[src/design/assert_macros.svh]
// Assertion macros used by the RTL of the output ownership timer.
// Depends on a clock named clk and an active-high reset named rst in scope.
`ifndef ASSERT_MACROS_SVH
`define ASSERT_MACROS_SVH

// Check a property on every rising clk edge outside reset.
`define ASSERT_CLK(label, prop, msg) \
  label: assert property (@(posedge clk) disable iff (rst) (prop)) else $error(msg);

// Check a property on every rising clk edge, reset included.
`define ASSERT_ALWAYS(label, prop, msg) \
  label: assert property (@(posedge clk) (prop)) else $error(msg);

`endif

[src/design/oot_pkg.sv]
// Shared types and constants of the output ownership timer.
// No dependencies; used by oot_cfg, oot_step and output_ownership_timer_unit.
package oot_pkg;

  localparam int LATCH_W   = 8;
  localparam int HOLD_W    = 16;
  localparam int FLT_W     = 16;
  localparam int REFRESH_W = 8;
  localparam int CFG_IDX_W = 2;
  localparam int CFG_DATA_W = 16;

  localparam logic [HOLD_W-1:0]    HOLD_TICKS_RST    = 16'd600;
  localparam logic [FLT_W-1:0]     FLT_TICKS_RST     = 16'd60;
  localparam logic [REFRESH_W-1:0] REFRESH_TICKS_RST = 8'd15;
  localparam logic [LATCH_W-1:0]   LATCH_CLEAR       = 8'h00;

  localparam logic REQ_TICK     = 1'b0;
  localparam logic REQ_SET      = 1'b1;
  localparam logic OWNER_FLOAT  = 1'b0;
  localparam logic OWNER_SYSTEM = 1'b1;

  typedef enum logic [CFG_IDX_W-1:0] {
    CFG_SYSTEM_HOLD  = 2'd0,
    CFG_FLOAT_RELOAD = 2'd1,
    CFG_REFRESH      = 2'd2
  } cfg_index_t;

  typedef struct packed {
    logic [HOLD_W-1:0]    hold_ticks;
    logic [FLT_W-1:0]     flt_ticks;
    logic [REFRESH_W-1:0] refresh_ticks;
  } cfg_t;

  typedef struct packed {
    logic                 req_type;
    logic [LATCH_W-1:0]   out_value;
    logic                 force_req;
    logic                 modem_on;
  } item_t;

  typedef struct packed {
    logic                 owner;
    logic [LATCH_W-1:0]   latch;
    logic [HOLD_W-1:0]    hold;
    logic [FLT_W-1:0]     flt;
    logic [REFRESH_W-1:0] refresh;
  } state_t;

  typedef struct packed {
    logic [LATCH_W-1:0] latch_value;
    logic               hw_write;
    logic               owner;
    logic [HOLD_W-1:0]  hold_left;
  } result_t;

endpackage

[src/design/output_ownership_timer_unit.sv]
// Output ownership timer: arbitrates an 8-bit output latch between the float
// switch and the remote system. Uses oot_pkg, oot_cfg, oot_step, assert_macros.svh.
//
// Usage:
//  - Input channel (in_valid/in_ready): one transfer carries a tick
//    (req_type 0, modem_on sampled) or a set request (req_type 1, out_value
//    and force_req sampled).
//  - Result channel (res_valid/res_ready): exactly one result per input
//    transfer, in order: latch_value, hw_write strobe, owner, hold_left.
//  - Configuration: cfg_we writes cfg_data into register cfg_index at the
//    clock edge (0 system hold, 1 float reload, 2 refresh period). Write only
//    while the block is idle; unknown indexes are dropped.
//  - Pipeline: one register stage holds the accepted item; the state update
//    and result register follow once it advances, which waits while the
//    result register is full and not being read.
//  - Throughput: one item per cycle while res_ready keeps the result side
//    moving. The only loop is the state registers feeding oot_step.
//  - Stall: when res_ready is low the result register holds and the input
//    stage still takes one more item; in_ready drops only when both are full.
//  - Reset (rst, synchronous): float switch owns the outputs, latch and
//    timers cleared, refresh count 15, configuration back to 600/60/15,
//    both stages empty.
module output_ownership_timer_unit (
  input  logic                                clk,
  input  logic                                rst,
  // input channel
  input  logic                                in_valid,
  output logic                                in_ready,
  input  logic                                req_type,
  input  logic [oot_pkg::LATCH_W-1:0]         out_value,
  input  logic                                force_req,
  input  logic                                modem_on,
  // result channel
  output logic                                res_valid,
  input  logic                                res_ready,
  output logic [oot_pkg::LATCH_W-1:0]         latch_value,
  output logic                                hw_write,
  output logic                                owner,
  output logic [oot_pkg::HOLD_W-1:0]          hold_left,
  // configuration
  input  logic                                cfg_we,
  input  logic [oot_pkg::CFG_IDX_W-1:0]       cfg_index,
  input  logic [oot_pkg::CFG_DATA_W-1:0]      cfg_data
);

`include "assert_macros.svh"

  oot_pkg::cfg_t   cfg;
  oot_pkg::item_t  item;        // input register payload
  logic            item_valid;
  oot_pkg::state_t state;
  oot_pkg::state_t state_next;
  logic            strobe;
  logic            advance;

  oot_cfg u_cfg (
    .clk       (clk),
    .rst       (rst),
    .cfg_we    (cfg_we),
    .cfg_index (cfg_index),
    .cfg_data  (cfg_data),
    .cfg       (cfg)
  );

  oot_step u_step (
    .cfg    (cfg),
    .cur    (state),
    .item   (item),
    .nxt    (state_next),
    .strobe (strobe)
  );

  // Move the held item into the result register when that register is free
  // or being emptied this cycle.
  assign advance  = item_valid && (!res_valid || res_ready);
  assign in_ready = !item_valid || advance;

  // Input register: capture on transfer, drop once it advances.
  always_ff @(posedge clk) begin
    if (rst) begin
      item_valid <= 1'b0;
    end else if (in_ready) begin
      item_valid <= in_valid;
    end
    if (in_ready && in_valid) begin
      item.req_type  <= req_type;
      item.out_value <= out_value;
      item.force_req <= force_req;
      item.modem_on  <= modem_on;
    end
  end

  // Ownership state: update only as an item completes.
  always_ff @(posedge clk) begin
    if (rst) begin
      state.owner   <= oot_pkg::OWNER_FLOAT;
      state.latch   <= oot_pkg::LATCH_CLEAR;
      state.hold    <= '0;
      state.flt     <= '0;
      state.refresh <= oot_pkg::REFRESH_TICKS_RST;
    end else if (advance) begin
      state <= state_next;
    end
  end

  // Result register: hold while the receiver stalls.
  always_ff @(posedge clk) begin
    if (rst) begin
      res_valid <= 1'b0;
    end else if (!res_valid || res_ready) begin
      res_valid <= item_valid;
    end
    if (advance) begin
      latch_value <= state_next.latch;
      hw_write    <= strobe;
      owner       <= state_next.owner;
      hold_left   <= state_next.hold;
    end
  end

  // The float switch only takes over once the hold timer has run out, and
  // the timer never restarts without the system owning the outputs.
  `ASSERT_ALWAYS(a_float_hold_zero,
    (state.owner == oot_pkg::OWNER_FLOAT) |-> (state.hold == '0),
    "hold timer running under float ownership")

  // A held item with an empty result register must move on next edge.
  `ASSERT_CLK(a_item_advances,
    (item_valid && !res_valid) |=> res_valid,
    "held item did not reach the result register")

  // Ownership state changes only when an item completes.
  `ASSERT_CLK(a_state_stable,
    !advance |=> ($stable(state.owner) && $stable(state.latch) && $stable(state.hold)),
    "ownership state changed without a completed item")

endmodule

[src/design/oot_cfg.sv]
// Configuration register file of the output ownership timer.
// Depends on oot_pkg for the register index codes and the cfg_t bundle.
module oot_cfg (
  input  logic                             clk,
  input  logic                             rst,
  input  logic                             cfg_we,
  input  logic [oot_pkg::CFG_IDX_W-1:0]    cfg_index,
  input  logic [oot_pkg::CFG_DATA_W-1:0]   cfg_data,
  output oot_pkg::cfg_t                    cfg
);

  always_ff @(posedge clk) begin
    if (rst) begin
      cfg.hold_ticks    <= oot_pkg::HOLD_TICKS_RST;
      cfg.flt_ticks     <= oot_pkg::FLT_TICKS_RST;
      cfg.refresh_ticks <= oot_pkg::REFRESH_TICKS_RST;
    end else if (cfg_we) begin
      case (oot_pkg::cfg_index_t'(cfg_index))
        oot_pkg::CFG_SYSTEM_HOLD:  cfg.hold_ticks    <= cfg_data;
        oot_pkg::CFG_FLOAT_RELOAD: cfg.flt_ticks     <= cfg_data;
        oot_pkg::CFG_REFRESH:      cfg.refresh_ticks <= cfg_data[oot_pkg::REFRESH_W-1:0];
        default: ; // drop writes to unknown indexes
      endcase
    end
  end

endmodule

[src/design/oot_step.sv]
// Next-state and result logic for one item of the output ownership timer.
// Depends on oot_pkg; purely combinational.
module oot_step (
  input  oot_pkg::cfg_t   cfg,
  input  oot_pkg::state_t cur,
  input  oot_pkg::item_t  item,
  output oot_pkg::state_t nxt,
  output logic            strobe
);

  always_comb begin
    logic [oot_pkg::FLT_W-1:0] flt_dec;
    nxt    = cur;
    strobe = 1'b0;
    flt_dec = '0;
    if (item.req_type == oot_pkg::REQ_SET) begin
      nxt.latch = item.out_value;
      if (item.force_req) begin
        strobe = 1'b1;
      end else if (cur.owner == oot_pkg::OWNER_SYSTEM) begin
        strobe   = 1'b1;
        nxt.hold = cfg.hold_ticks;
      end
    end else begin
      if (cur.owner == oot_pkg::OWNER_FLOAT) begin
        // nonzero latch: hand control to the system
        if (cur.latch != oot_pkg::LATCH_CLEAR) begin
          nxt.owner = oot_pkg::OWNER_SYSTEM;
          strobe    = 1'b1;
          nxt.hold  = cfg.hold_ticks;
          nxt.flt   = '0;
        end
      end else begin
        // hold expired: return control to the float switch
        if (cur.hold == '0) begin
          nxt.latch = oot_pkg::LATCH_CLEAR;
          nxt.owner = oot_pkg::OWNER_FLOAT;
          strobe    = 1'b1;
          nxt.flt   = cfg.flt_ticks;
        end
        if (item.modem_on) begin
          nxt.refresh = cfg.refresh_ticks;
        end else if (cur.refresh == '0) begin
          nxt.refresh = cfg.refresh_ticks;
          strobe      = 1'b1;
        end else begin
          nxt.refresh = cur.refresh - 1'b1;
        end
      end

      if (nxt.hold != '0) begin
        nxt.hold = nxt.hold - 1'b1;
      end

      if (nxt.flt != '0) begin
        flt_dec = nxt.flt - 1'b1;
        if (flt_dec == '0) begin
          nxt.flt   = cfg.flt_ticks;
          nxt.latch = oot_pkg::LATCH_CLEAR;
          strobe    = 1'b1;
        end else begin
          nxt.flt = flt_dec;
        end
      end
    end
  end

endmodule

[config.mk]
export PLATFORM = sky130hd
export DESIGN_NAME = output_ownership_timer_unit
export DESIGN_NICKNAME = d
export VERILOG_FILES = /design/src/design/oot_pkg.sv /design/src/design/output_ownership_timer_unit.sv /design/src/design/oot_cfg.sv /design/src/design/oot_step.sv
export VERILOG_INCLUDE_DIRS = /design/src /design/src/design
export SDC_FILE = /design/constraint.sdc
export NUM_CORES = 1
export LEC_CHECK = 0
export ABC_AREA = 0
export BUFFER_PORTS_ARGS = -buffer_cell sky130_fd_sc_hd__buf_2
export CORE_ASPECT_RATIO = 0.9
export CORE_UTILIZATION = 48
export CTS_BUF_LIST = sky130_fd_sc_hd__clkbuf_4 sky130_fd_sc_hd__clkbuf_8 sky130_fd_sc_hd__clkbuf_16
export DETAILED_ROUTE_END_ITERATION = 8
export MAX_ROUTING_LAYER = met4
export PLACE_DENSITY = 0.65
export SYNTH_ARGS = -nofsm -noshare
export SYNTH_HDL_FRONTEND = slang
export SYNTH_SLANG_ARGS = --single-unit
export TNS_END_PERCENT = 50
[constraint.sdc]
create_clock -name clk -period 6.7 [get_ports clk]
set_clock_uncertainty 0.05 [all_clocks]
set_input_delay 1.005 -clock clk [delete_from_list [all_inputs] [get_ports clk]]
set_output_delay 1.005 -clock clk [all_outputs]
set_load 0.1 [all_outputs]
==> metrics.cfg <==
[outcome]
outcome = complete, no violations

[yosys]
synth_ff_type = dfxtp_1
synthCells = 871
ys_top_cells_by_area = dfxtp_1 (26%), edfxtp_1 (16%), nand2_1 (10%), a21oi_1 (5.3%), nor2_1 (3.6%)
yosysTopAreaCell = dfxtp_1
synth_cell_types = 76
synth_edf_count = 37
yosysWarningCount = 0
syn_nets = 911
synth.top_cells.by_count = nand2_1 (188), dfxtp_1 (91), a21oi_1 (75), nor2_1 (67), edfxtp_1 (37)
synth-seq-area-share_pct = 41.4
syn_avg_cell_area_sq_um = 8.12
yosysTopAreaCellShare_pct = 25.7
synth_area_sq_um = 7080
yosysMostFrequentCell = nand2_1
yosys_register_bits = 128
synthArstFlopShare_pct = 0

[setup_path]
crit_path_cell_trace = nor4_1 > and4_1 > nand2_1 > and3_1 > a21oi_1 > ha_1 > o21ai_0 > a211oi_1 > buf_4 > nor2b_1 > a31oi_1 > a211o_1 > o221a_1 > a31oi_1
cp_slowest_cell = a211o_1
worst-r2r-setup-slack_ps = 1440
timing.critical_path.mode_cell = a31oi_1
crit_required_ps = 6920
critPathTopFamily = simple AND/OR/NAND/NOR gates
critPathLaunchType = register
cp_slowest_stage_delay_ps = 640
critPathBufInv = 1
critPathMaxFanout = 21
crit_type = reg2reg
arrival_ps = 5480
crit_path_end_kind = register

[route]
viasPerCell = 6.17
drt_iter0_drc = 728
num_vias = 6912
ant_nets = 0
drc = 0
firstDrtPassIters = 6
wire_per_inst_um = 19.2
totalWireLength_um = 21500

[global_route]
grt_max_degree = 59
grt_pass1_wl_um = 34300
grt_overflow = 0
grt_pass1_vias = 6378
grt.total_usage_pct = 30.7
antenna_found_initial = 0

[sta]
setup_tns_ps = 0
slew_headroom_pct = 25.3
timing.final.ws_setup_ps = 1440
finalSetupViolations = 0
hold_viol = 0
drv_slew = 0
period_share_pct = 78.5
fmax_ghz = 0.190
fin_crit_ps = 5260
tightestPinTransition_ps = 1120
rsz0062_at_grt = no

[min_path]
min_path_type = reg2reg

[pwr]
p_leak_nw = 3.18
powerDensity_nw_per_um2 = 312
irDropWorstVdd_mv = 0.190

[placed_design]
dp_slack_ps = 1600
port_buffers = 61
hpwlAfterDp_um = 15100
gp_congestion = 0.951

[floorplanning]
core_sq_um = 14200
fp.dieH_um = 117
ios = 62
die_w_um = 130
fp-row-count = 41
initial_core_util_pct = 49.8
die-area_sq_um = 15200

[final_layout]
layout-drive-gt1-share_pct = 14.8
fillers = 1314
area.growth.synth_to_final_pct = 14.9
fin_nets = 954
diodes = 0

[cts]
cts_max_level = 4
cts_setup_buffers = 0
cts_buffer_depth = 2
clk_latency_ps = 430
cts_resized = 0
cts_tree = built
ctsHoldBuffers = 0
cts_buffers = 17
cts_sinks = 128
clk_pin_slew_ps = 60
cts_root_buf = clkbuf_16

[job]
max-cap-violations = 0

==> per-layer routing <==
layer  vias to the layer above  routed length (um)  global-route usage, %
met5                         -                   0                      -
met4                         0                 327                   9.22
met3                        31                1800                   6.86
met2                       314                9530                   45.3
met1                      3296                9890                   41.9
li1                       3271                   -                      -
==> final timing paths <==
check,from,end,depth (start not counted)
hold reg to reg,u_cfg.cfg[7],u_cfg.cfg[7],2
setup reg to reg,state[25],hw_write,14
setup / recovery,state[25],hw_write,14
hold / removal,u_cfg.cfg[7],u_cfg.cfg[7],2
==> registers in the layout (all words and copies together), names as in the netlist <==
| register | cells |
|---|---|
| state | 49 |
| u_cfg.cfg | 40 |
| hold_left | 16 |
| item | 11 |
| latch_value | 8 |
| hw_write | 1 |
| item_valid | 1 |
| owner | 1 |
| res_valid | 1 |
==> logic make-up after synthesis <==
kind of cell / count (synthesis) / synth area share, %
multiplexers: 26 / 3.80
adder cells (fa/ha/maj): 6 / 1.06
AO/OA/AOI/OAI: 235 / 22.2
XOR/XNOR: 12 / 1.49
AND/OR/NAND/NOR: 400 / 26.1
buffers and inverters: 64 / 3.87
flip-flops: 128 / 41.4
==> tightest hold or removal path: stages, from the launching register on <==
cell	delay (ps)
dfxtp_1	310
nand2_1	50
a21oi_1	50
==> area by class of cell <==
class / instances / area [sq um] / share of cell area (%)
clock buffers: 18 / 433 / 5.32
clock inverters: 14 / 183 / 2.25
inverters: 12 / 45.0 / 0.554
multi-input cells: 679 / 3880 / 47.7
flip-flops and latches: 128 / 2930 / 36.1
well taps: 193 / 241 / 2.97
repair buffers: 76 / 418 / 5.14
==> power by group <==
group	leakage, nW	internal (mW)	total, mW	switching, mW
clock network	0.297	0.596	0.975	0.379
logic	1.79	0.207	0.673	0.466
registers	1.10	0.848	0.890	0.0422
total	3.18	1.65	2.54	0.888
==> through the flow <==
step	area, sq um	instances	hold WS (ps)	util (%)	power (mW)
2_1_floorplan	7080	871	385	-	1.40
3_3_place_gp	7520	1088	404	52.9	1.55
3_5_place_dp	7520	1088	405	52.9	1.56
4_1_cts	8130	1120	413	57.2	2.53
5_1_grt	8130	1120	431	57.2	2.64
6_report	8130	1120	410	57.2	2.54
==> layout by cell type, fill, tap and decap left out, types with 4 or more instances in the layout <==
master and n:
edfxtp_1 37, a2111oi_0 4, a211oi_1 9, nor2b_1 8
nand3_1 35, o21a_1 5, nor3_1 24, dfxtp_1 91
nand4_1 8, nor2_1 67, a21o_1 5, o211ai_2 8
or3_1 4, nand2b_1 4, mux2i_1 22, a31oi_1 22
a21oi_1 74, and2_1 5, ha_1 6, clkinv_4 4
o21ai_1 14, o21ai_0 31, buf_4 15, o211ai_1 13
and3_1 12, xnor2_1 6, nand3b_1 5, buf_2 61
nor4_1 17, o22ai_1 4, xor2_1 6, clkbuf_16 17
nand2_1 188, o41ai_1 4, inv_1 11
Power figures use the tool's default switching activity.
